### src/sv/acld_pkg.sv
// ----------------------------------------------------------------------------
// ASCII command line decoder package
// Keyword table, field widths and shared constants of the decoder.
// ----------------------------------------------------------------------------
`default_nettype none

package acld_pkg;

	// Default width of the decoded position value.
	localparam int VALUE_BITS_DEF = 31;

	// Bytes seen in a line, saturating at the top of this counter.
	localparam int CHAR_INDEX_BITS = 4;

	// Keyword table geometry.
	localparam int NUM_KEYS  = 9;
	localparam int KEY_BYTES = 8;
	localparam int KEY_LEN_BITS = 4;

	// Keyword slots in the table.
	localparam int KEY_PING    = 0;
	localparam int KEY_ABORT   = 1;
	localparam int KEY_HOME    = 2;
	localparam int KEY_STATUS  = 3;
	localparam int KEY_PSTATUS = 4;
	localparam int KEY_SSTATUS = 5;
	localparam int KEY_ABS_POS = 6;
	localparam int KEY_SLEEP   = 7;
	localparam int KEY_WAKE    = 8;

	// First byte position that may hold a digit of the position value.
	localparam int DIGIT_START = 8;
	localparam int RADIX       = 10;

	localparam logic [7:0] CHAR_ZERO = 8'h30;
	localparam logic [7:0] CHAR_NINE = 8'h39;

	typedef logic [7:0] key_text_t [NUM_KEYS][KEY_BYTES];
	typedef logic [KEY_LEN_BITS-1:0] key_len_t [NUM_KEYS];

	// Keyword characters, padded with zero bytes past each keyword's length.
	localparam key_text_t KEY_TEXT = '{
		'{"P", "I", "N", "G", 8'h00, 8'h00, 8'h00, 8'h00},
		'{"A", "B", "O", "R", "T", 8'h00, 8'h00, 8'h00},
		'{"H", "O", "M", "E", 8'h00, 8'h00, 8'h00, 8'h00},
		'{"S", "T", "A", "T", "U", "S", 8'h00, 8'h00},
		'{"P", "S", "T", "A", "T", "U", "S", 8'h00},
		'{"S", "S", "T", "A", "T", "U", "S", 8'h00},
		'{"A", "B", "S", "_", "P", "O", "S", "="},
		'{"S", "L", "E", "E", "P", 8'h00, 8'h00, 8'h00},
		'{"W", "A", "K", "E", 8'h00, 8'h00, 8'h00, 8'h00}
	};

	localparam key_len_t KEY_LEN = '{
		4'd4, 4'd5, 4'd4, 4'd6, 4'd7, 4'd7, 4'd8, 4'd5, 4'd4
	};

endpackage

`default_nettype wire

### src/sv/acld_line_if.sv
// ----------------------------------------------------------------------------
// Command line byte channel
// Carries one character of a command line and its end-of-line mark.
// ----------------------------------------------------------------------------
`default_nettype none

interface acld_line_if;

	logic       valid;
	logic       ready;
	logic [7:0] line_byte;
	logic       line_end;

	modport source (output valid, output line_byte, output line_end, input ready);
	modport sink   (input valid, input line_byte, input line_end, output ready);

endinterface

`default_nettype wire

### src/sv/acld_result_if.sv
// ----------------------------------------------------------------------------
// Decoded command channel
// Carries the request flags and the position value of one decoded line.
// ----------------------------------------------------------------------------
`default_nettype none

interface acld_result_if
	import acld_pkg::*;
#(
	parameter int VALUE_BITS = VALUE_BITS_DEF
);

	logic                  valid;
	logic                  ready;
	logic                  pong_request;
	logic                  abort_request;
	logic                  home_request;
	logic                  report_position;
	logic                  report_state;
	logic                  target_valid;
	logic [VALUE_BITS-1:0] target_value;
	logic                  sleep_request;
	logic                  wake_request;

	modport source (
		output valid, input ready,
		output pong_request, output abort_request, output home_request,
		output report_position, output report_state, output target_valid,
		output target_value, output sleep_request, output wake_request
	);
	modport sink (
		input valid, output ready,
		input pong_request, input abort_request, input home_request,
		input report_position, input report_state, input target_valid,
		input target_value, input sleep_request, input wake_request
	);

endinterface

`default_nettype wire

### src/sv/ascii_command_line_decoder.sv
// ----------------------------------------------------------------------------
// ASCII command line decoder
// Matches a byte stream against the command keywords and emits one decoded
// result per line, with the saturating ABS_POS= value.
// ----------------------------------------------------------------------------
// Path: the final byte of a line enters the input register on its transfer,
// and its result is loaded from there into the result register.
// Throughput: one byte per cycle. A final byte waits in the input register
// while the result register still holds a result that has not been
// transferred, so a stalled receiver holds up the sender only at line ends.
// Reset: the line state returns to an empty line and no byte or result is held.
`default_nettype none

module ascii_command_line_decoder
	import acld_pkg::*;
#(
	parameter int VALUE_BITS = VALUE_BITS_DEF
) (
	input  wire          clk,
	input  wire          arst_n,
	acld_line_if.sink    cmd,
	acld_result_if.source res
);

	localparam int SUM_BITS = VALUE_BITS + 4;
	localparam logic [CHAR_INDEX_BITS-1:0] INDEX_MAX = '1;

	// Input register.
	logic       valid_s1;
	logic [7:0] byte_s1;
	logic       last_s1;

	// Line state.
	logic [CHAR_INDEX_BITS-1:0] char_index_q;
	logic [NUM_KEYS-1:0]        alive_q;
	logic                       digits_q;
	logic [VALUE_BITS-1:0]      accum_q;

	// Result register.
	logic                  out_valid_q;
	logic                  pong_q, abort_q, home_q, rpos_q, rstate_q;
	logic                  tvalid_q, sleep_q, wake_q;
	logic [VALUE_BITS-1:0] tvalue_q;

	logic out_free;
	logic fire_s1;

	logic [NUM_KEYS-1:0]        alive_next;
	logic [NUM_KEYS-1:0]        hit;
	logic [CHAR_INDEX_BITS:0]   count;
	logic                       is_digit;
	logic                       digits_next;
	logic [VALUE_BITS-1:0]      accum_next;
	logic [SUM_BITS-1:0]        sum;
	logic [CHAR_INDEX_BITS-1:0] index_next;

	// Handshake: a byte leaves the input register unless it ends a line and
	// the result register is still occupied.
	assign out_free  = !out_valid_q || res.ready;
	assign fire_s1   = valid_s1 && (!last_s1 || out_free);
	assign cmd.ready = !valid_s1 || fire_s1;

	// Input register.
	always_ff @(posedge clk or negedge arst_n) begin
		if (!arst_n) begin
			valid_s1 <= 1'b0;
		end else if (cmd.ready) begin
			valid_s1 <= cmd.valid;
		end
	end

	always_ff @(posedge clk) begin
		if (cmd.valid && cmd.ready) begin
			byte_s1 <= cmd.line_byte;
			last_s1 <= cmd.line_end;
		end
	end

	// Keyword compare: a keyword drops out at the first differing byte
	// within its length.
	always_comb begin
		alive_next = alive_q;
		hit        = '0;
		count      = {1'b0, char_index_q} + 1'b1;
		for (int k = 0; k < NUM_KEYS; k++) begin
			if ({1'b0, char_index_q} < {1'b0, KEY_LEN[k]}
					&& KEY_TEXT[k][char_index_q[2:0]] != byte_s1) begin
				alive_next[k] = 1'b0;
			end
			hit[k] = alive_next[k] && (count >= {1'b0, KEY_LEN[k]});
		end
	end

	// Value accumulate with saturation: past the top, the value pins there.
	assign is_digit = (byte_s1 >= CHAR_ZERO) && (byte_s1 <= CHAR_NINE);
	assign sum = SUM_BITS'(accum_q) * SUM_BITS'(RADIX)
		+ SUM_BITS'(byte_s1 - CHAR_ZERO);

	always_comb begin
		digits_next = digits_q;
		accum_next  = accum_q;
		if (char_index_q >= CHAR_INDEX_BITS'(DIGIT_START) && digits_q) begin
			if (is_digit) begin
				if (sum > SUM_BITS'({VALUE_BITS{1'b1}})) begin
					accum_next = '1;
				end else begin
					accum_next = sum[VALUE_BITS-1:0];
				end
			end else begin
				digits_next = 1'b0;
			end
		end
	end

	assign index_next = (char_index_q != INDEX_MAX) ? char_index_q + 1'b1 : char_index_q;

	// Line state: cleared after the final byte of each line.
	always_ff @(posedge clk or negedge arst_n) begin
		if (!arst_n) begin
			char_index_q <= '0;
			alive_q      <= '1;
			digits_q     <= 1'b1;
			accum_q      <= '0;
		end else if (fire_s1) begin
			if (last_s1) begin
				char_index_q <= '0;
				alive_q      <= '1;
				digits_q     <= 1'b1;
				accum_q      <= '0;
			end else begin
				char_index_q <= index_next;
				alive_q      <= alive_next;
				digits_q     <= digits_next;
				accum_q      <= accum_next;
			end
		end
	end

	// Result register.
	always_ff @(posedge clk or negedge arst_n) begin
		if (!arst_n) begin
			out_valid_q <= 1'b0;
		end else if (out_free) begin
			out_valid_q <= fire_s1 && last_s1;
		end
	end

	always_ff @(posedge clk) begin
		if (out_free && fire_s1 && last_s1) begin
			pong_q   <= hit[KEY_PING];
			abort_q  <= hit[KEY_ABORT];
			home_q   <= hit[KEY_HOME];
			rpos_q   <= hit[KEY_STATUS] || hit[KEY_PSTATUS];
			rstate_q <= hit[KEY_STATUS] || hit[KEY_SSTATUS];
			tvalid_q <= hit[KEY_ABS_POS];
			tvalue_q <= hit[KEY_ABS_POS] ? accum_next : '0;
			sleep_q  <= hit[KEY_SLEEP];
			wake_q   <= hit[KEY_WAKE];
		end
	end

	assign res.valid           = out_valid_q;
	assign res.pong_request    = pong_q;
	assign res.abort_request   = abort_q;
	assign res.home_request    = home_q;
	assign res.report_position = rpos_q;
	assign res.report_state    = rstate_q;
	assign res.target_valid    = tvalid_q;
	assign res.target_value    = tvalue_q;
	assign res.sleep_request   = sleep_q;
	assign res.wake_request    = wake_q;

	// A byte that does not end a line never waits in the input register.
	a_mid_byte_moves: assert property (@(posedge clk) disable iff (!arst_n)
		(valid_s1 && !last_s1) |-> cmd.ready)
		else $error("mid-line byte stalled in input register");

	// The keywords have distinct prefixes, so at most one request group fires.
	a_one_request: assert property (@(posedge clk) disable iff (!arst_n)
		out_valid_q |-> ($countones({pong_q, abort_q, home_q, rpos_q || rstate_q,
			tvalid_q, sleep_q, wake_q}) <= 1))
		else $error("more than one keyword matched");

	// The position value is zero unless ABS_POS= matched.
	a_value_gated: assert property (@(posedge clk) disable iff (!arst_n)
		(out_valid_q && !tvalid_q) |-> (tvalue_q == '0))
		else $error("target value without target valid");

	// After the final byte, the line state is back to an empty line.
	a_line_cleared: assert property (@(posedge clk) disable iff (!arst_n)
		(fire_s1 && last_s1) |=> (char_index_q == '0 && alive_q == '1
			&& digits_q && accum_q == '0))
		else $error("line state not cleared after end of line");

endmodule

`default_nettype wire

### src/flat_wrapper.sv
// flat-port wrapper written by rule: the top's interface ports become plain ports
module ascii_command_line_decoder_flat import acld_pkg::*;
#(
	parameter int VALUE_BITS = VALUE_BITS_DEF
)
  (clk, arst_n, cmd_valid, cmd_line_byte, cmd_line_end, cmd_ready, res_valid, res_ready, res_pong_request, res_abort_request, res_home_request, res_report_position, res_report_state, res_target_valid, res_target_value, res_sleep_request, res_wake_request);
  acld_line_if cmd_i ();
  acld_result_if #(.VALUE_BITS(VALUE_BITS)) res_i ();
  input  wire clk;
  input  wire arst_n;
  input wire logic [$bits(cmd_i.valid)-1:0] cmd_valid;
  input wire logic [$bits(cmd_i.line_byte)-1:0] cmd_line_byte;
  input wire logic [$bits(cmd_i.line_end)-1:0] cmd_line_end;
  output wire logic [$bits(cmd_i.ready)-1:0] cmd_ready;
  output wire logic [$bits(res_i.valid)-1:0] res_valid;
  input wire logic [$bits(res_i.ready)-1:0] res_ready;
  output wire logic [$bits(res_i.pong_request)-1:0] res_pong_request;
  output wire logic [$bits(res_i.abort_request)-1:0] res_abort_request;
  output wire logic [$bits(res_i.home_request)-1:0] res_home_request;
  output wire logic [$bits(res_i.report_position)-1:0] res_report_position;
  output wire logic [$bits(res_i.report_state)-1:0] res_report_state;
  output wire logic [$bits(res_i.target_valid)-1:0] res_target_valid;
  output wire logic [$bits(res_i.target_value)-1:0] res_target_value;
  output wire logic [$bits(res_i.sleep_request)-1:0] res_sleep_request;
  output wire logic [$bits(res_i.wake_request)-1:0] res_wake_request;
  assign cmd_i.valid = cmd_valid;
  assign cmd_i.line_byte = cmd_line_byte;
  assign cmd_i.line_end = cmd_line_end;
  assign cmd_ready = cmd_i.ready;
  assign res_valid = res_i.valid;
  assign res_i.ready = res_ready;
  assign res_pong_request = res_i.pong_request;
  assign res_abort_request = res_i.abort_request;
  assign res_home_request = res_i.home_request;
  assign res_report_position = res_i.report_position;
  assign res_report_state = res_i.report_state;
  assign res_target_valid = res_i.target_valid;
  assign res_target_value = res_i.target_value;
  assign res_sleep_request = res_i.sleep_request;
  assign res_wake_request = res_i.wake_request;
  ascii_command_line_decoder #(.VALUE_BITS(VALUE_BITS)) u_core (.clk(clk), .arst_n(arst_n), .cmd(cmd_i), .res(res_i));
endmodule
### config.mk
export PLATFORM = sky130hd
export DESIGN_NAME = ascii_command_line_decoder_flat
export DESIGN_NICKNAME = d
export VERILOG_FILES = /design/src/sv/acld_pkg.sv /design/src/sv/acld_line_if.sv /design/src/sv/acld_result_if.sv /design/src/sv/ascii_command_line_decoder.sv /design/src/flat_wrapper.sv
export SDC_FILE = /design/constraint.sdc
export NUM_CORES = 1
export LEC_CHECK = 0
export ABC_AREA = 1
export BUFFER_PORTS_ARGS = -buffer_cell sky130_fd_sc_hd__buf_4
export CORE_ASPECT_RATIO = 1.5
export CORE_MARGIN = 2
export CORE_UTILIZATION = 57
export CTS_CLUSTER_DIAMETER = 80
export DETAILED_ROUTE_END_ITERATION = 8
export GPL_TIMING_DRIVEN = 1
export HOLD_SLACK_MARGIN = 0.08
export PLACE_DENSITY = 0.79
export SYNTH_ARGS = -nofsm -noshare
export SYNTH_HDL_FRONTEND = slang
export SYNTH_SLANG_ARGS = --single-unit
### constraint.sdc
create_clock -name clk -period 3.77 [get_ports clk]
set_input_delay 0.1885 -clock clk [delete_from_list [all_inputs] [get_ports clk]]
set_output_delay 0.1885 -clock clk [all_outputs]
set_load 0.05 [all_outputs]
==> run_results.csv, run 1 <==
group,metric,value,unit
synth,yosys_warnings,0,
floorplan,die_h,167,microns
synth,synth_area_leader_cell,"nand2_1",
timing,endpoint_type,"register input",
clock_tree,cts_root_buf,"clkbuf_16",
synth,synthCells,1444,
placement,post-place-ws,-0.854,ns
synth,ys_seq_elements,95,
run_status,status,"stopped before the end",
floorplan,initial_core_util,58.0,%
global_route,track_usage,77.2,%
placement,place.gp.congestion,0.991,
run_status,tool.error,"[ERROR GRT-0232] Routing congestion too high. Check the congestion heatmap in the GUI.",
synth,syn-num-nets,1565,
run_status,haltStage,"global routing (5_1_grt)",
floorplan,die_w,113,microns
clock_tree,clock_path_buffers,2,
synth,yosysUniqueCellTypes,54,
synth,syn_area,10100,sq um
clock_tree,h-tree-depth,3,
floorplan,ios,54,
synth,synth_area_per_cell,6.97,sq um
synth,synthArstFlopShare,49.5,%
clock_tree,clock_sinks,95,
global_route,grt_max_degree,48,
timing,grt_repair_worst_endpoint,"u_core.res.target_value[19]$_SDFFCE_PN0P_/D",
global_route,grt-ovfl-total,264,
placement,io_buffers,53,
floorplan,rows,59,
synth,synth_edf_count,48,
synth,yosysSeqAreaShare,26.1,%
clock_tree,cts_made_buffers,9,
synth,synthTopCellsByArea,"nand2_1 17%, edfxtp_1 14%, ha_1 13%",
synth,synth_top_area_share,16.9,%
synth,synth_ff_type,"edfxtp_1",
placement,dp_hpwl,28000,microns
## metal layers
| layer | global-route usage [%] | overflow |
|---|---|---|
| met5 | 16.8 | 2 |
| met2 | 95.8 | 166 |
| met1 | 75.9 | 1 |
| met3 | 59.1 | 4 |
| met4 | 80.8 | 91 |
## through the flow
stage | cell area, sq um | util (%) | TNS [ns] | cells
CTS | 14400 | 82.8 | -20.61 | 1987
detailed placement | 12600 | 72.5 | -46.01 | 1931
global placement | 12600 | 72.5 | -40.47 | 1931
floorplan | 10100 | - | -3.13 | 1444
## cells by family after synthesis
logic type | Yosys count | share of synthesized area (%)
XOR/XNOR | 62 | 5.39
AND/OR/NAND/NOR | 824 | 37.7
flip-flops | 95 | 26.1
AO/OA/AOI/OAI | 144 | 8.17
adder cells (fa/ha/maj) | 108 | 13.6
buffers and inverters | 211 | 9.01
## what timing repair did
item / 4_1_cts
cloned: 3
endpoints found under the hold margin: 47
buffers inserted: 26
hold buffers: 11
resized for setup: 201
setup endpoints to repair: 62
pin swaps: 90
## cells in the mapped netlist (5+ instances only)
cell      number
o21ai_0       47
a21oi_1       60
or2_2         33
nor2_1       156
edfxtp_1      48
dfstp_2       10
nand2_1      452
ha_1         106
xnor2_1       11
buf_2         10
xor2_1        51
nand4_1       13
inv_1        175
nand3_1       72
dfrtp_1       37
clkbuf_1       6
a21oi_2        5
nand3_2        7
o21bai_1       6
nand2_2       24
nor3_1        15
nand4_2       30
buf_6          8
==> run 2, diff against run 1 <==
- CORE_ASPECT_RATIO: 1.5 -> default
- CORE_UTILIZATION: 57 -> 40
- CTS_CLUSTER_DIAMETER: 80 -> default
- HOLD_SLACK_MARGIN: 0.08 -> default
- PLACE_DENSITY: 0.79 -> default
- PLACE_DENSITY_LB_ADDON: default -> 0.15
- clock period: 3.77 -> 4.9 ns (I/O delays scaled with it)
==> run_results.csv, run 2 <==
group,metric,value,unit
run_status,status,"completed",
synth,syn-num-nets,1565,
power,switching_share,34.9,%
setup_path,critPathCaptureType,"flip-flop",
power,clkPwrFrac,32.2,%
detailed_routing,met3WireLength,1490,microns
setup_path,timing.critical_path.mode_cell,"nand2_1",
global_route,track_usage,22.5,%
setup_path,critPathLaunchType,"flip-flop",
power,power_switching,779,uW
synth,synthCells,1444,
timing,holdWs,0.0672,ns
setup_path,criticalPathCategory,"reg2reg",
setup_path,r2r_start,"u_core.accum_q[3]",
setup_path,r2r_end,"u_core.res.target_value[24]",
setup_path,reg2reg_setup_slack,0.20,ns
clock_tree,cts_tree,"done",
timing,rsz0062_at_grt,"yes",
layout,fin_nets,1649,
synth,synth_top_area_share,16.9,%
setup_path,max_stage_delay,0.42,ns
detailed_routing,routed.top_layer,"met4",
setup_path,cp-endpoint,"u_core.res.target_value[24]",
synth,synthTopCellsByArea,"nand2_1 17%, edfxtp_1 14%, ha_1 13%",
synth,ys_seq_elements,95,
setup_path,path_buf_inv,2,
detailed_routing,drc,0,
synth,synth_ff_type,"edfxtp_1",
placement,io_buffers,53,
global_route,grt_pass1_vias,9029,
power,p_leak,0.00626,uW
layout,drive_gt1_share,17.5,%
setup_path,cp_max_fo,5,
timing,finalCritPeriodShare,96.0,%
placement,post-place-ws,-0.0703,ns
timing,worst_slack,0.196,ns
synth,syn_area,10100,sq um
detailed_routing,wl_per_cell,16.3,microns
hold_path,min_path_type,"in2reg",
clock_tree,clk_pin_slew_worst_paths,0.08,ns
layout,area_delta_synth_final,15.0,%
floorplan,die_h,163,microns
detailed_routing,vias_per_cell,5.08,
timing,worst_pin_slew,0.829,ns
synth,post-synth-top-count-cell,"nand2_1",
layout,num_antenna_cells,0,
clock_tree,clock_path_buffers,2,
timing,finClkSkew,0.0126,ns
detailed_routing,routed_wl,30300,microns
layout,final_common_cell,"nand2_1",
timing,setup_viol,0,
synth,synth_common_cells,"452 x nand2_1, 175 x inv_1, 156 x nor2_1, 106 x ha_1, 72 x nand3_1",
timing,slew_headroom,44.7,%
hold_path,worstHoldStart,"cmd_line_byte[2]",
floorplan,initial_core_util,40.3,%
setup_path,critPathSlowestCell,"dfrtp_1",
global_route,grt_antenna_before_repair,0,
timing,hold_violations,0,
clock_tree,clk_latency,0.36,ns
power,seqPwrFrac,42.1,%
synth,yosys_warnings,0,
synth,yosysUniqueCellTypes,54,
clock_tree,cts_made_buffers,9,
timing,finalMaxSlewViolations,0,
setup_path,path_depth,28,
synth,synthArstFlopShare,49.5,%
setup_path,cp.arrival,4.79,ns
floorplan,fp.dieArea,26500,sq um
setup_path,crit_start,"u_core.accum_q[3]",
power,p_int,1450,uW
clock_tree,h-tree-depth,3,
global_route,grt-ovfl-total,0,
power,p_per_area,193,nW/um^2
detailed_routing,dr_total_vias,9470,
synth,synth_edf_count,48,
floorplan,rows,58,
run,max_cap_violations,0,
placement,place.gp.congestion,0.940,
clock_tree,cts_root_buf,"clkbuf_16",
detailed_routing,firstDrtPassIters,5,
global_route,grt_pass1_wl,46900,microns
detailed_routing,met1Wirelength,13400,microns
timing,fin_crit,4.70,ns
floorplan,die_w,163,microns
synth,synth_area_leader_cell,"nand2_1",
detailed_routing,wl_met2,14400,microns
layout,most-common-layout-cells,"451 x nand2_1, 175 x inv_1, 152 x nor2_1",
placement,dp_hpwl,23500,microns
setup_path,path_delay_family,"simple AND/OR/NAND/NOR gates",
setup_path,required,4.99,ns
power,ir_drop,0.000166,V
setup_path,worst_r2r_path_depth,28,
detailed_routing,drt_iter0_drc,639,
timing,max_freq,213,MHz
clock_tree,clock_sinks,95,
global_route,grt_max_degree,48,
floorplan,ios,54,
power,power_frac_comb,25.7,%
synth,yosysSeqAreaShare,26.1,%
detailed_routing,ant_nets,0,
synth,synth_area_per_cell,6.97,sq um
floorplan,core_region_area,25000,sq um
## run 2: cell counts after synthesis
Identical to the previous run, type by type.
## run 2: through the flow
step / TNS [ns] / cell area (sq um) / cells / total power, uW / util [%]
after floorplan: 0 / 10100 / 1444 / 1350 / -
after detailed placement: -0.756 / 11000 / 1835 / 1500 / 44.0
final: 0 / 11600 / 1863 / 2230 / 46.4
after global placement: -0.0291 / 11000 / 1835 / 1490 / 44.0
after global routing: -0.284 / 11600 / 1863 / 2340 / 46.4
after CTS: 0 / 11300 / 1852 / 2210 / 45.3
## run 2: worst min-delay path by stage
stage                                   end  cells past startpoint
final                     u_core.byte_s1[2]                      1
after global routing      u_core.byte_s1[2]                      1
after detailed placement  u_core.accum_q[2]                      1
after floorplan           u_core.accum_q[0]                      0
after CTS                 u_core.byte_s1[2]                      1
after global placement    u_core.accum_q[2]                      1
## run 2: metal layers
| metal | global-route usage, % | up-vias |
|---|---|---|
| met2 | 38.9 | 233 |
| met5 | 0 | - |
| met1 | 29.1 | 4335 |
| li1 | - | 4853 |
| met3 | 2.72 | 49 |
| met4 | 7.88 | 0 |
## run 2: layout make-up
cell class	instances	area, sq um
Multi-Input combinational cell	1139	6690
Sequential cell	95	2630
Clock buffer	10	239
Tap cell	330	413
Timing Repair Buffer	103	873
Inverter	180	676
Clock inverter	6	57.6
Fill cell	2600	13400
## run 2: power groups by stage
stage / sequential, uW / clock (uW) / combinational (uW)
floorplan: 987 / 0 / 358
global placement: 955 / 0 / 540
detailed placement: 954 / 0 / 542
CTS: 938 / 730 / 545
global route: 945 / 760 / 633
finish: 939 / 719 / 572
## run 2: kinds of logic (layout without fill, tap and decap cells)
family / count (synthesis) / count (layout) / synth area share [%]
simple gates: 824 / 825 / 37.7
buf+inv: 211 / 299 / 9.01
compound gates: 144 / 144 / 8.17
fa+ha+maj: 108 / 108 / 13.6
flops: 95 / 95 / 26.1
xor+xnor: 62 / 62 / 5.39
## run 2: timing repair
item                                    in CTS  in global routing
endpoints found under the hold margin       37                  0
buffers inserted                             0                  6
hold buffers                                 1                  0
endpoints found under the setup margin      30                 61
pin swaps                                    0                  7
cloned                                       0                  5
resized for setup                            1                 31
Power figures use the tool's default switching activity.
